--- src/rtl/core/olar_pkg.sv ---
// ----------------------------------------------------------------------------
// olar_pkg: shared definitions for the ordered list unit
// Request and status codes, field widths and the result word handed from the
// sequencer to the output stage.
// ----------------------------------------------------------------------------
package olar_pkg;

  localparam int OLAR_CAPACITY = 32;
  localparam int REQ_W         = 2;
  localparam int VAL_W         = 32;
  localparam int STAT_W        = 3;

  localparam logic [REQ_W-1:0] REQ_APPEND = 2'd0;
  localparam logic [REQ_W-1:0] REQ_REMOVE = 2'd1;
  localparam logic [REQ_W-1:0] REQ_LIST   = 2'd2;

  localparam logic [STAT_W-1:0] ST_ADDED    = 3'd0;
  localparam logic [STAT_W-1:0] ST_REMOVED  = 3'd1;
  localparam logic [STAT_W-1:0] ST_NOTFOUND = 3'd2;
  localparam logic [STAT_W-1:0] ST_FULL     = 3'd3;
  localparam logic [STAT_W-1:0] ST_ELEMENT  = 3'd4;
  localparam logic [STAT_W-1:0] ST_EMPTY    = 3'd5;

  typedef struct packed {
    logic                    valid;
    logic [STAT_W-1:0]       status;
    logic signed [VAL_W-1:0] value;
    logic                    last;
  } olar_emit_t;

endpackage

--- src/rtl/core/olar_req_if.sv ---
// ----------------------------------------------------------------------------
// olar_req_if: request channel
// Valid/ready channel that carries one request word.
// ----------------------------------------------------------------------------
interface olar_req_if import olar_pkg::*; ();
  logic                    valid;
  logic                    ready;
  logic [REQ_W-1:0]        req_type;
  logic signed [VAL_W-1:0] value;

  modport source (output valid, req_type, value, input ready);
  modport sink (input valid, req_type, value, output ready);
endinterface

--- src/rtl/core/olar_rsp_if.sv ---
// ----------------------------------------------------------------------------
// olar_rsp_if: result channel
// Valid/ready channel that carries one result word.
// ----------------------------------------------------------------------------
interface olar_rsp_if import olar_pkg::*; ();
  logic                    valid;
  logic                    ready;
  logic [STAT_W-1:0]       status;
  logic signed [VAL_W-1:0] item_value;
  logic                    last;

  modport source (output valid, status, item_value, last, input ready);
  modport sink (input valid, status, item_value, last, output ready);
endinterface

--- src/rtl/core/olar_ram.sv ---
// ----------------------------------------------------------------------------
// olar_ram: generic simple dual-port RAM
// One write port and one read port with registered, enabled read data.
// ----------------------------------------------------------------------------
module olar_ram #(
  parameter int WIDTH = 32,
  parameter int DEPTH = 32
) (
  input  logic                     clk,
  input  logic                     wr_en,
  input  logic [$clog2(DEPTH)-1:0] wr_addr,
  input  logic [WIDTH-1:0]         wr_data,
  input  logic                     rd_en,
  input  logic [$clog2(DEPTH)-1:0] rd_addr,
  output logic [WIDTH-1:0]         rd_data
);

  logic [WIDTH-1:0] mem [DEPTH];
  logic [WIDTH-1:0] rd_data_r;

  always_ff @(posedge clk) begin
    if (wr_en) begin
      mem[wr_addr] <= wr_data;
    end
    if (rd_en) begin
      rd_data_r <= mem[rd_addr];
    end
  end

  assign rd_data = rd_data_r;

endmodule

--- src/rtl/core/olar_out_stage.sv ---
// ----------------------------------------------------------------------------
// olar_out_stage: result output register
// Holds one result word so the sequencer can keep working while it waits.
// ----------------------------------------------------------------------------
module olar_out_stage import olar_pkg::*; (
  input  logic        clk,
  input  logic        rst_n,
  input  olar_emit_t  emit,
  output logic        out_free,
  olar_rsp_if.source  out_rsp
);

  logic                    valid_r, valid_nxt;
  logic [STAT_W-1:0]       status_r;
  logic signed [VAL_W-1:0] value_r;
  logic                    last_r;

  assign out_free = !valid_r || out_rsp.ready;

  always_comb begin
    valid_nxt = valid_r;
    if (out_rsp.ready) begin
      valid_nxt = 1'b0;
    end
    if (emit.valid) begin
      valid_nxt = 1'b1;
    end
  end

  always_ff @(posedge clk) begin
    if (!rst_n) begin
      valid_r <= 1'b0;
    end else begin
      valid_r <= valid_nxt;
    end
    if (emit.valid && out_free) begin
      status_r <= emit.status;
      value_r  <= emit.value;
      last_r   <= emit.last;
    end
  end

  assign out_rsp.valid      = valid_r;
  assign out_rsp.status     = status_r;
  assign out_rsp.item_value = value_r;
  assign out_rsp.last       = last_r;

endmodule

--- src/rtl/core/olar_seq.sv ---
// ----------------------------------------------------------------------------
// olar_seq: list sequencer
// Walks the entry store one entry a cycle, a listing only while out_free is
// high, with a single comparator to search, close gaps and stream the list.
// ----------------------------------------------------------------------------
module olar_seq import olar_pkg::*; #(
  parameter int CAPACITY = OLAR_CAPACITY
) (
  input  logic                        clk,
  input  logic                        rst_n,
  olar_req_if.sink                    in_req,
  output olar_emit_t                  emit,
  input  logic                        out_free,
  output logic                        ram_wr_en,
  output logic [$clog2(CAPACITY)-1:0] ram_wr_addr,
  output logic [VAL_W-1:0]            ram_wr_data,
  output logic                        ram_rd_en,
  output logic [$clog2(CAPACITY)-1:0] ram_rd_addr,
  input  logic [VAL_W-1:0]            ram_rd_data
);

  localparam int AW    = $clog2(CAPACITY);
  localparam int CNT_W = $clog2(CAPACITY + 1);
  localparam logic [CNT_W-1:0] CAP_C = CNT_W'(CAPACITY);
  localparam logic [CNT_W-1:0] ONE_C = CNT_W'(1);
  localparam logic [CNT_W-1:0] TWO_C = CNT_W'(2);

  localparam logic [2:0] S_IDLE   = 3'd0;
  localparam logic [2:0] S_SEARCH = 3'd1;
  localparam logic [2:0] S_SHIFT  = 3'd2;
  localparam logic [2:0] S_LIST   = 3'd3;
  localparam logic [2:0] S_RESP   = 3'd4;

  logic [2:0]        state_r, state_nxt;
  logic [CNT_W-1:0]  count_r, count_nxt;
  logic [CNT_W-1:0]  idx_r, idx_nxt;
  logic [VAL_W-1:0]  value_r, value_nxt;
  logic [STAT_W-1:0] resp_r, resp_nxt;
  logic [CNT_W-1:0]  idx_p1;
  logic [CNT_W-1:0]  idx_p2;
  logic [CNT_W-1:0]  rd_idx;
  logic              hit;
  logic              accept;

  assign idx_p1      = idx_r + ONE_C;
  assign idx_p2      = idx_r + TWO_C;
  assign hit         = (ram_rd_data == value_r);
  assign in_req.ready = (state_r == S_IDLE);
  assign accept      = in_req.valid && in_req.ready;
  assign ram_rd_addr = rd_idx[AW-1:0];

  always_comb begin
    state_nxt   = state_r;
    count_nxt   = count_r;
    idx_nxt     = idx_r;
    value_nxt   = value_r;
    resp_nxt    = resp_r;
    ram_wr_en   = 1'b0;
    ram_wr_addr = count_r[AW-1:0];
    ram_wr_data = in_req.value;
    ram_rd_en   = 1'b0;
    rd_idx      = '0;
    emit        = '0;
    case (state_r)
      S_IDLE: begin
        if (accept) begin
          value_nxt = in_req.value;
          idx_nxt   = '0;
          case (in_req.req_type)
            REQ_APPEND: begin
              state_nxt = S_RESP;
              if (count_r == CAP_C) begin
                resp_nxt = ST_FULL;
              end else begin
                resp_nxt  = ST_ADDED;
                ram_wr_en = 1'b1;
                count_nxt = count_r + ONE_C;
              end
            end
            REQ_REMOVE: begin
              if (count_r == '0) begin
                resp_nxt  = ST_NOTFOUND;
                state_nxt = S_RESP;
              end else begin
                ram_rd_en = 1'b1;
                state_nxt = S_SEARCH;
              end
            end
            REQ_LIST: begin
              if (count_r == '0) begin
                resp_nxt  = ST_EMPTY;
                state_nxt = S_RESP;
              end else begin
                ram_rd_en = 1'b1;
                state_nxt = S_LIST;
              end
            end
            default: begin
              state_nxt = S_IDLE;
            end
          endcase
        end
      end
      S_SEARCH: begin
        rd_idx = idx_p1;
        if (idx_p1 == count_r) begin
          state_nxt = S_RESP;
          if (hit) begin
            resp_nxt  = ST_REMOVED;
            count_nxt = count_r - ONE_C;
          end else begin
            resp_nxt = ST_NOTFOUND;
          end
        end else begin
          ram_rd_en = 1'b1;
          if (hit) begin
            state_nxt = S_SHIFT;
          end else begin
            idx_nxt = idx_p1;
          end
        end
      end
      S_SHIFT: begin
        ram_wr_en   = 1'b1;
        ram_wr_addr = idx_r[AW-1:0];
        ram_wr_data = ram_rd_data;
        rd_idx      = idx_p2;
        if (idx_p2 == count_r) begin
          resp_nxt  = ST_REMOVED;
          count_nxt = count_r - ONE_C;
          state_nxt = S_RESP;
        end else begin
          ram_rd_en = 1'b1;
          idx_nxt   = idx_p1;
        end
      end
      S_LIST: begin
        rd_idx = idx_p1;
        if (out_free) begin
          emit.valid  = 1'b1;
          emit.status = ST_ELEMENT;
          emit.value  = ram_rd_data;
          emit.last   = (idx_p1 == count_r);
          if (idx_p1 == count_r) begin
            state_nxt = S_IDLE;
          end else begin
            ram_rd_en = 1'b1;
            idx_nxt   = idx_p1;
          end
        end
      end
      S_RESP: begin
        if (out_free) begin
          emit.valid  = 1'b1;
          emit.status = resp_r;
          emit.value  = value_r;
          emit.last   = 1'b1;
          state_nxt   = S_IDLE;
        end
      end
      default: begin
        state_nxt = S_IDLE;
      end
    endcase
  end

  always_ff @(posedge clk) begin
    if (!rst_n) begin
      state_r <= S_IDLE;
      count_r <= '0;
    end else begin
      state_r <= state_nxt;
      count_r <= count_nxt;
    end
    idx_r   <= idx_nxt;
    value_r <= value_nxt;
    resp_r  <= resp_nxt;
  end

  a_count_bound: assert property (@(posedge clk) disable iff (!rst_n)
    count_r <= CAP_C)
    else $error("Entry count exceeds capacity.");

  a_append_grows: assert property (@(posedge clk) disable iff (!rst_n)
    (accept && in_req.req_type == REQ_APPEND && count_r != CAP_C)
    |=> count_r == $past(count_r) + ONE_C)
    else $error("Accepted append did not grow the list.");

  a_walk_in_range: assert property (@(posedge clk) disable iff (!rst_n)
    (state_r == S_SEARCH || state_r == S_SHIFT || state_r == S_LIST)
    |-> idx_r < count_r)
    else $error("Walk index ran past the stored entries.");

  a_shift_write_in_range: assert property (@(posedge clk) disable iff (!rst_n)
    (state_r == S_SHIFT) |-> (idx_p1 < count_r))
    else $error("Gap closing moved an entry from outside the list.");

endmodule

--- src/rtl/core/ordered_list_append_remove_unit.sv ---
// ----------------------------------------------------------------------------
// ordered_list_append_remove_unit: bounded ordered list of signed values
// Appends at the tail, removes the first equal entry and lists all entries.
//
//   channel  direction  words per request
//   in_req   input      one request word
//   out_rsp  output     one result word, or one per entry for a listing
//
// A remove reads the store one entry a cycle through its single read port
// and comparator, then moves each later entry down one place. Reset clears
// the state, the entry count and the output valid flag; the store is not
// swept. A stalled result waits in the output register, and a listing
// pauses until that register frees up.
// ----------------------------------------------------------------------------
module ordered_list_append_remove_unit import olar_pkg::*; #(
  parameter int CAPACITY = OLAR_CAPACITY
) (
  input  logic       clk,
  input  logic       rst_n,
  olar_req_if.sink   in_req,
  olar_rsp_if.source out_rsp
);

  localparam int AW = $clog2(CAPACITY);

  olar_emit_t       emit;
  logic             out_free;
  logic             ram_wr_en;
  logic [AW-1:0]    ram_wr_addr;
  logic [VAL_W-1:0] ram_wr_data;
  logic             ram_rd_en;
  logic [AW-1:0]    ram_rd_addr;
  logic [VAL_W-1:0] ram_rd_data;

  olar_seq #(
    .CAPACITY (CAPACITY)
  ) u_seq (
    .clk         (clk),
    .rst_n       (rst_n),
    .in_req      (in_req),
    .emit        (emit),
    .out_free    (out_free),
    .ram_wr_en   (ram_wr_en),
    .ram_wr_addr (ram_wr_addr),
    .ram_wr_data (ram_wr_data),
    .ram_rd_en   (ram_rd_en),
    .ram_rd_addr (ram_rd_addr),
    .ram_rd_data (ram_rd_data)
  );

  olar_ram #(
    .WIDTH (VAL_W),
    .DEPTH (CAPACITY)
  ) u_ram (
    .clk     (clk),
    .wr_en   (ram_wr_en),
    .wr_addr (ram_wr_addr),
    .wr_data (ram_wr_data),
    .rd_en   (ram_rd_en),
    .rd_addr (ram_rd_addr),
    .rd_data (ram_rd_data)
  );

  olar_out_stage u_out (
    .clk      (clk),
    .rst_n    (rst_n),
    .emit     (emit),
    .out_free (out_free),
    .out_rsp  (out_rsp)
  );

endmodule
--- src/flat_wrapper.sv ---
// flat-port wrapper written by rule: the top's interface ports become plain ports
module ordered_list_append_remove_unit_flat import olar_pkg::*;
#(
  parameter int CAPACITY = OLAR_CAPACITY
)
  (clk, rst_n, in_req_valid, in_req_req_type, in_req_value, in_req_ready, out_rsp_valid, out_rsp_status, out_rsp_item_value, out_rsp_last, out_rsp_ready);
  olar_req_if in_req_i ();
  olar_rsp_if out_rsp_i ();
  input  logic clk;
  input  logic rst_n;
  input wire logic [$bits(in_req_i.valid)-1:0] in_req_valid;
  input wire logic [$bits(in_req_i.req_type)-1:0] in_req_req_type;
  input wire logic [$bits(in_req_i.value)-1:0] in_req_value;
  output wire logic [$bits(in_req_i.ready)-1:0] in_req_ready;
  output wire logic [$bits(out_rsp_i.valid)-1:0] out_rsp_valid;
  output wire logic [$bits(out_rsp_i.status)-1:0] out_rsp_status;
  output wire logic [$bits(out_rsp_i.item_value)-1:0] out_rsp_item_value;
  output wire logic [$bits(out_rsp_i.last)-1:0] out_rsp_last;
  input wire logic [$bits(out_rsp_i.ready)-1:0] out_rsp_ready;
  assign in_req_i.valid = in_req_valid;
  assign in_req_i.req_type = in_req_req_type;
  assign in_req_i.value = in_req_value;
  assign in_req_ready = in_req_i.ready;
  assign out_rsp_valid = out_rsp_i.valid;
  assign out_rsp_status = out_rsp_i.status;
  assign out_rsp_item_value = out_rsp_i.item_value;
  assign out_rsp_last = out_rsp_i.last;
  assign out_rsp_i.ready = out_rsp_ready;
  ordered_list_append_remove_unit #(.CAPACITY(CAPACITY)) u_core (.clk(clk), .rst_n(rst_n), .in_req(in_req_i), .out_rsp(out_rsp_i));
endmodule
--- config.mk ---
export PLATFORM = sky130hd
export DESIGN_NAME = ordered_list_append_remove_unit_flat
export DESIGN_NICKNAME = d
export VERILOG_FILES = /design/src/rtl/core/olar_pkg.sv /design/src/rtl/core/olar_req_if.sv /design/src/rtl/core/olar_rsp_if.sv /design/src/rtl/core/olar_ram.sv /design/src/rtl/core/olar_out_stage.sv /design/src/rtl/core/olar_seq.sv /design/src/rtl/core/ordered_list_append_remove_unit.sv /design/src/flat_wrapper.sv
export SDC_FILE = /design/constraint.sdc
export NUM_CORES = 1
export LEC_CHECK = 0
export BUFFER_PORTS_ARGS = -buffer_cell sky130_fd_sc_hd__buf_2
export CORE_UTILIZATION = 48
export CTS_CLUSTER_DIAMETER = 150
export DETAILED_ROUTE_END_ITERATION = 10
export PLACE_DENSITY = 0.72
export SLEW_MARGIN = 20
export SYNTH_ARGS = -nofsm -noshare
export SYNTH_HDL_FRONTEND = slang
export SYNTH_SLANG_ARGS = --single-unit
--- constraint.sdc ---
create_clock -name clk -period 12.65 [get_ports clk]
set_input_delay 0.6325 -clock clk [delete_from_list [all_inputs] [get_ports clk]]
set_output_delay 0.6325 -clock clk [all_outputs]
set_load 0.03 [all_outputs]
* Yosys cells after proc, flatten, opt, wreduce, memory -nomap -nowiden
Memory sizes are Yosys's and may differ from the RTL's. A register that Yosys moved wholly into a read port is not among the register bits.
Cells that the tools add are included.
** Storage, ports and cells
- Input bits :: 38
- Memories kept :: 1
- Output and inout bits :: 38
- Bits in latches :: 0
- Bits in read-only memories :: 0
- RAM bits :: 1024
- Register bits after elaboration :: 87
** Memory list
- u_core.u_ram.mem :: depth 32, bits a word 32, read ports 1, clocked after memory_dff 1, wr ports 1, RTL line olar_ram.sv:18 : logic [WIDTH-1:0] mem [DEPTH];
** Operators by class
- Muxes and demuxes :: 55
- Add/subtract/negate cells :: 4
- Shift-type cells :: 0
- Div/mod/pow operators :: 0
- Bitwise gates (word level) :: 0
- Equal/unequal tests :: 27
- $mul :: 0
- Reductions and logical operators :: 17
- Order comparisons :: 0
** Operator list (count)
- 37-bit 2-to-1 mux :: 2
- 37-bit one-hot mux with 2 select lines :: 1
- 6-bit 2-to-1 mux :: 12
- 3-bit 2-to-1 mux :: 14
- 32-bit == test :: 1
- 32-bit 2-to-1 mux :: 1
- 3-bit one-hot mux with 3 select lines :: 3
- 6-bit one-hot mux with 4 select lines :: 1
- 2-bit != test, second input constant :: 11
- 7-bit AND reduction :: 3
- 6-bit one-hot mux with 3 select lines :: 1
- 3-bit one-hot mux with 5 select lines :: 1
- 1-bit 2-to-1 mux :: 13
- 6-bit by 1-bit adder with 6-bit output, second input constant :: 2
- 6-bit == test :: 2
- 5-bit one-hot mux with 2 select lines :: 1
- 3-bit != test, second input constant :: 3
- 6-bit by 2-bit adder with 6-bit output, second input constant :: 1
- 3-bit by 2-bit == test with 1-bit output, second input constant :: 2
- 6-bit == test, second input constant :: 1
- 6-bit zero test :: 1
- 6-bit AND reduction :: 1
- 6-bit by 1-bit subtractor with 6-bit output, second input constant :: 1
- 5-bit 2-to-1 mux :: 1
- other kinds (19) :: 23

* Logic depth before layout (Yosys ltp)
Gate-level depths: netlist of the first run.
- Word-level depth :: 7
- Mapped depth :: 11

* Cells and area by module
From an unflattened synthesis of the first run, not the netlist that was laid out.
** Second synthesis, totals
- Cell total of the unflattened synthesis :: 2657
- Area, all modules :: 45652.5 µm²
** Modules (own cells, without submodules)
- olar_ram :: cells each 2260, area each 40812.9 µm², seq. area each 31710.4 µm², instances 1
- olar_seq :: cells each 356, area each 3701.0 µm², seq. area each 1411.4 µm², instances 1
- olar_out_stage :: cells each 41, area each 1138.6 µm², seq. area each 1101.1 µm², instances 1

* Worst setup path after synthesis of the first run
No wires, ideal clock.
- Path type :: reg-to-reg
- Start :: reg u_core.u_seq.state_r[0]
- End :: mem u_core.u_ram.mem[1][0], enable pin
- Setup slack :: 7.827 ns
- Cell stages (with the launch flop) :: 8
- Setup time :: 0.421 ns
- Arrival time :: 4.402 ns
- Path through :: dfxtp_1 -> buf_2 -> nor3_1 -> and2_1 -> and3_1 -> nand2_1 -> o22a_1 -> nor2_1
** On the way
- Word-level cells in the longest chain between the ends :: 6
- Elaborated cells between the ends (all ways) :: 8
** RTL lines
- from (decl) :: RTL line olar_seq.sv:34 : logic [2:0] state_r, state_nxt;
- from (signal assigned) :: RTL line olar_seq.sv:172 : state_r <= state_nxt;
- 3-bit zero test * :: RTL line olar_seq.sv:48 : assign in_req.ready = (state_r == S_IDLE);
- net in_req_ready :: RTL line flat_wrapper.sv:14 : output wire logic [$bits(in_req_i.ready)-1:0] in_req_ready;
- 1-bit logical AND :: RTL line olar_seq.sv:49 : assign accept = in_req.valid && in_req.ready;
- 1-bit 2-to-1 mux :: RTL line olar_seq.sv:66 : if (accept) begin
- 1-bit one-hot mux with 2 select lines * :: RTL line olar_seq.sv:64 : case (state_r)
- 1-bit 2-to-1 mux * :: RTL line olar_ram.sv:22 : if (wr_en) begin
- 1-bit 2-to-1 mux (not written as such) * :: RTL line olar_ram.sv:23 : mem[wr_addr] <= wr_data;
- to (decl) :: RTL line olar_ram.sv:18
Mark *: on every way through the listed nets, which the timed path passes. The rest lies on a longest branch.

* Final worst setup path of the first run
- Start :: reg u_core.u_seq.idx_r[0]
- End :: reg u_core.u_ram.rd_data_r[8] (netlist: u_core.u_ram.rd_data[8]), read port of u_core.u_ram.mem (data pin)
** On the way
- Word-level cells in the longest chain between the ends :: 5
- Elaborated cells between the ends (all ways) :: 9
** RTL lines
- from (decl) :: RTL line olar_seq.sv:36 : logic [CNT_W-1:0] idx_r, idx_nxt;
- from (signal assigned) :: RTL line olar_seq.sv:175 : idx_r <= idx_nxt;
- 6-bit by 1-bit adder with 6-bit output * :: RTL line olar_seq.sv:45 : assign idx_p1 = idx_r + ONE_C;
- net u_core.u_seq.idx_p1[1] :: RTL line olar_seq.sv:39 : logic [CNT_W-1:0] idx_p1;
- 6-bit == test :: RTL line olar_seq.sv:106, olar_seq.sv:144
- 1-bit 2-to-1 mux :: RTL line olar_seq.sv:106, olar_seq.sv:144
- 1-bit 2-to-1 mux :: RTL line olar_seq.sv:139 : if (out_free) begin
- 1-bit one-hot mux with 4 select lines :: RTL line olar_seq.sv:64
- to (decl) :: RTL line olar_ram.sv:19 : logic [WIDTH-1:0] rd_data_r;
Marks and branches as above.
A chain may end at the register's enable or synchronous reset.

==> results of run 1 <==
power by group through the flow:
stage / Clock, mW / Combinational [mW] / Sequential (mW)
2_1_floorplan: 0 / 0.348 / 4.39
3_3_place_gp: 0 / 0.543 / 4.40
3_5_place_dp: 0 / 0.565 / 4.40
4_1_cts: 3.23 / 0.570 / 4.32
5_1_grt: 3.36 / 0.604 / 4.33
6_report: 3.21 / 0.577 / 4.32
sequential cells by signal (all words and copies together), names as in the netlist:
signal,flops
u_core.u_out.out_rsp.last,1
u_core.u_seq.idx_r,6
u_core.u_seq.count_r,6
u_core.u_out.out_rsp.valid,1
u_core.u_seq.value_r,32
u_core.u_seq.state_r,3
u_core.u_ram.rd_data,32
u_core.u_seq.resp_r,3
u_core.u_out.out_rsp.status,3
u_core.u_out.out_rsp.item_value,32
u_core.u_ram.mem,1024
logic make-up (layout without fill, tap and decap cells):
family,after synthesis,count (layout)
AOI/OAI and AO/OA,217,217
xor gates and xnor gates,55,55
adders and majority gates,11,11
buffers and inverters,121,355
DFF,1143,1143
muxes,260,260
and+or+nand+nor,275,275
worst min path at each step:
stage | to | slack (ns)
5_1_grt | u_core.u_seq.value_r[16] | 0.12
3_3_place_gp | u_core.u_out.out_rsp.status[1] | 0.50
4_1_cts | u_core.u_seq.value_r[18] | 0.10
6_report | u_core.u_seq.value_r[11] | 0.12
2_1_floorplan | u_core.u_out.out_rsp.status[2] | 0.50
3_5_place_dp | u_core.u_out.out_rsp.status[1] | 0.50
cells in the mapped netlist, drive strengths merged (10+ instances only):
cell	n	area, µm²
a22o	32	280
nor4	36	372
o21ai	10	50.1
nand3	13	65.1
xnor2	46	418
clkbuf	44	184
edfxtp	1133	34000
o22ai	129	807
nand2	132	495
nor2	51	191
dfxtp	10	200
mux4	256	5770
inv	12	45.0
ha	10	125
a21oi	16	95.1
buf	65	438
final cells by class:
type                            count  area, µm²  share of cell area (%)
Clock inverter                     69        664                    1.32
Multi-Input combinational cell    818       9760                    19.4
Clock buffer                      136       2830                    5.62
Tap cell                         1186       1480                    2.95
Timing Repair Buffer              138       1360                    2.71
Inverter                           12       45.0                  0.0894
Sequential cell                  1143      34200                    67.9
through the flow:
stage	instance area [µm²]	cells	hold WS [ns]	setup WS [ns]	power [mW]
CTS	50300	3499	0.101	7.69	8.12
finish	50400	3502	0.122	7.68	8.11
global placement	46100	3269	0.504	7.71	4.94
global route	50400	3502	0.123	7.28	8.29
floorplan	44300	2082	0.495	7.83	4.74
detailed placement	46800	3294	0.502	7.72	4.97
metal layers:
| metal | part of all wire [%] | vias up |
|---|---|---|
| met5 | 0.015 | - |
| met4 | 3.1 | 2 |
| met3 | 12 | 227 |
| met2 | 47 | 1661 |
| met1 | 38 | 12100 |
| li1 | - | 9010 |
worst max-delay path: stages (launching register included):
cell and delay [ns]:
edfxtp_1 0.53, ha_1 0.40, nand2_1 0.11, a21oi_4 0.15, buf_4 0.58, buf_12 0.40
buf_16 0.45, buf_4 0.88, mux4_2 0.60, o22ai_1 0.26, nor4_2 0.08
==> results.toml, run 1 <==
[global_routing]
groute.layer.met3.usage_pct = 5.62
overflow = 0
use_met1_pct = 35.2
use_met2_pct = 38.3
busiest_layer = "met2"
grt_pass1_wl_um = 164000
grt_max_degree = 152
antenna_found_initial = 5
grt_pass1_vias = 22800
grt_use_total_pct = 24.8

[timing]
rsz0062_at_grt = "false"
max_freq_ghz = 0.201
hold_viol = 0
skew_ns = 0.0285
tightest_slew_ns = 1.18
period_share_pct = 39.3
maxSlewHeadroom_pct = 20.9
finalMaxSlewViolations = 0
setup_violations = 0
setup_tns_ns = 0
min_period_ns = 4.97

[power_and_ir_drop]
combPwrFrac_pct = 7.1
clock_power_share_pct = 39.6
pwr-share-seq_pct = 53.3
p_leak_nw = 15.4
switching_share_pct = 22.8
peakVddDrop_uv = 118
p_sw_mw = 1.84
p_per_area_nw_per_um2 = 161
p_int_mw = 6.26

[setup_path]
crit_start = "u_core.u_seq.idx_r[0]"
path_class = "flip-flop to flip-flop"
endpoint_kind = "flip-flop"
required_ns = 13.07
crit_arrival_ns = 5.39
reg2regPathDepth = 10
crit-reg2reg-capture = "u_core.u_ram.rd_data[8]"
reg2reg_slack_ns = 7.68
critPathMaxFanout = 73
cp-start-kind = "flip-flop"
crit-reg2reg-launch = "u_core.u_seq.idx_r[0]"
endpoint = "u_core.u_ram.rd_data[8]"

[clock_network]
cts-hold-fix-buffers = 0
clockBufferDepth = 3
post_cts_resized = 0
cts_root_buffer = "clkbuf_16"
cts_tree = "yes"
cts_setup_buffers = 0
cts_sinks = 1143
htreeDepth = 3
clk_pin_slew_ns = 0.06
cts_inserted_buffers = 108
clkLatencyLatePin_ns = 0.70

[synthesis]
synth_edf_count = 1133
synth-simple-area-share_pct = 3.22
synth_xor_area_share_pct = 1.14
synthDistinctLibCells = 60
synth-seq-area-share_pct = 77.3
synth_fp_nets = 2131
synthMuxAreaShare_pct = 13.1
ys.flop_type = "edfxtp_1"
netlist_area_um2 = 44300
synth_compound_area_share_pct = 3.38
async_flop_share_pct = 0
yosys.area_share.adder_pct = 0.328
synth_top_family_by_area = "multiplexers"
ys_ff_latch = 1143
synth_warnings = 0
syn_avg_cell_area_um2 = 21.3
netlist_instances = 2082

[floorplan]
die_y_um = 306
die_area_um2 = 93400
rows = 111
initial_core_util_pct = 48.4
boundaryPins = 76
core_um2 = 91500
die_w_um = 306

[layout]
num-nets-final = 2270
fin_util_pct = 55.0
area_growth_pct = 13.8
layout_common_cells = "1133 x edfxtp_1, 256 x mux4_2, 129 x o22ai_1"
diodes = 0
final_common_cell = "edfxtp_1"
fill_cells = 6530
drive_gt1_share_pct = 27.8

[route]
wl_per_cell_um = 32.9
final_antenna_net_count = 0
drt_iter0_markers = 3987
dr.pass1.iters = 7
routed_wl_um = 115000
via_count = 23000
drc = 0
vias_per_cell = 6.56

[hold_path]
worstHoldStart = "in_req_value[11]"
hold_path_class = "primary input to flip-flop"
min_path_cells = 1

[placed_design]
routabilityCongestion = 0.863
portBuffers = 75
post-dp-hpwl_um = 65900

[status]
outcome = "completed"

[run]
max-cap-violations = 0
Power figures use the tool's default switching activity.
==> run 2, diff against run 1 <==
clock period = 4.98 ns   (was 12.65 ns; I/O delays follow)
==> run 2 against run 1 <==
Sequential share of layout area is 0.073 points higher; utilization is 0.059 points lower; die area stayed put; sequential cell count stayed put; non-clock buffer count is 28 higher; fmax is 28% higher; clock power is 140% higher; first-iteration DRC count is 24% lower; clock skew is 0.0054 ns lower; via count is 3.0% lower; global-route usage is 2.2 points lower; critical path depth is 5 lower; critical endpoint is now u_core.u_ram.mem[5][21]; highest routed layer unchanged.
==> results.toml, run 2 (synthesized netlist as in run 1, its figures left out) <==
[power_and_ir_drop]
p_per_area_nw_per_um2 = 402
peakVddDrop_uv = 295
p_leak_nw = 15.3

[clock_network]
cts_setup_buffers = 0
clkLatencyLatePin_ns = 0.68
clk_pin_slew_ns = 0.07
cts_sinks = 1143
cts_inserted_buffers = 107
htreeDepth = 3
cts_tree = "yes"
clockBufferDepth = 3
cts_root_buffer = "clkbuf_16"

[floorplan]
die_y_um = 306
die_area_um2 = 93400
core_um2 = 91500
rows = 111
boundaryPins = 76
initial_core_util_pct = 48.4
die_w_um = 306

[timing]
max_freq_ghz = 0.258
maxSlewHeadroom_pct = 24.6
worst_slack_ns = 1.10
rsz0062_at_grt = "false"
setup_violations = 0
period_share_pct = 77.8
hold_viol = 0
skew_ns = 0.0231
finalMaxSlewViolations = 0
hold_ws_ns = 0.0595
min_period_ns = 3.88
tightest_slew_ns = 1.13
setup_tns_ns = 0

[setup_path]
cp-start-kind = "flip-flop"
endpoint_kind = "flip-flop"
crit_path_max_incr_delay_ns = 0.85
worstPathCellList = "nand2b_2, mux2i_1, nand2_1, nor2_4, buf_4"
crit_arrival_ns = 4.23
critPathBufInv = 1
required_ns = 5.34
critPathSlowestCell = "dfxtp_1"
path_class = "flip-flop to flip-flop"
cp_top_family = "simple AND/OR/NAND/NOR gates"
critPathMaxFanout = 22

[layout]
diodes = 0
largest_reg_flops = 1024
area_growth_pct = 13.7
num-nets-final = 2297
final_common_cell = "edfxtp_1"
final_area_um2 = 50300
drive_gt1_share_pct = 27.6
layout_common_cells = "1133 x edfxtp_1, 256 x mux4_2, 129 x o22ai_1"
largest-register = "u_core.u_ram.mem"

[global_routing]
grt_pass1_wl_um = 153000
overflow = 0
antenna_found_initial = 1
grt_use_total_pct = 22.7
grt_max_degree = 129
grt_pass1_vias = 22000

[route]
vias_per_cell = 6.34
wl_per_cell_um = 30.1
dr.pass1.iters = 6
drc = 0
final_antenna_net_count = 0
drt_iter0_markers = 3047
routed_wl_um = 106000
via_count = 22300

[placed_design]
placed_area_um2 = 46400
preCtsSetupSlack_ns = 1.25
portBuffers = 75
post-dp-hpwl_um = 66400
routabilityCongestion = 0.908

[hold_path]
hold_path_class = "primary input to flip-flop"

[status]
outcome = "completed"

[run]
max-cap-violations = 0
==> run 2: cell count changes in the layout (fill, tap and decap cells not counted), sizes merged <==
cell	before	now
buf	138	133
clkinvlp	6	4
dlygate4sd3	0	33
bufinv	10	7
clkinv	51	40
clkbuf	136	134
==> run 2: where the power goes <==
group          internal [mW]  switching (mW)  leakage, nW
Sequential              10.9           0.112         10.3
Clock                   4.34            3.47         1.61
Combinational          0.496           0.972         3.40
Total                   15.7            4.55         15.3
==> run 2: metrics by stage <==
| step | total power [mW] | utilization, % | cells |
|---|---|---|---|
| finish | 20.2 | 55.0 | 3512 |
| global route | 20.8 | 55.0 | 3512 |
| CTS | 20.3 | 54.7 | 3505 |
| detailed placement | 12.6 | 50.7 | 3285 |
| global placement | 12.6 | 50.5 | 3273 |
| floorplan | 12.0 | - | 2082 |
==> run 2: tightest hold or removal path, delay by kind of cell <==
family,cells,cell delay [ns]
compound gates,1,0.13
buf+inv,1,0.10
simple gates,1,0.19
==> run 2: timing repair <==
action / 4_1_cts / 5_1_grt
hold endpoints to repair: 38 / 0
setup endpoints to repair: 0 / 0
gates resized for setup: 0 / 0
hold buffers: 33 / 0
==> run 2: per-layer routing <==
| metal | share of wire [%] | global-route usage, % | vias up |
|---|---|---|---|
| li1 | - | - | 9069 |
| met1 | 41 | 34.2 | 11700 |
| met2 | 45 | 33.2 | 1403 |
| met3 | 12 | 6.16 | 133 |
| met4 | 1.8 | 5.03 | 2 |
| met5 | 0.017 | 0 | - |
==> run 2: worst paths after layout <==
check,startpoint,to,slack [ns],depth (start not counted)
max,u_core.u_seq.state_r[2],u_core.u_ram.mem[5][21],1.10,5
min,out_rsp_ready,u_core.u_out.out_rsp.valid,0.06,3
max reg2reg,u_core.u_seq.state_r[2],u_core.u_ram.mem[5][21],1.10,5
min reg2reg,u_core.u_seq.resp_r[0],u_core.u_out.out_rsp.status[0],0.53,1
==> run 2: layout make-up <==
class	count	area, µm²
fill	6578	41200
timing repair buffer	166	1500
clock inverter	53	494
clock buffer	134	2800
sequential	1143	34200
inverter	12	45.0
multi-input combinational	818	9770
tap	1186	1480
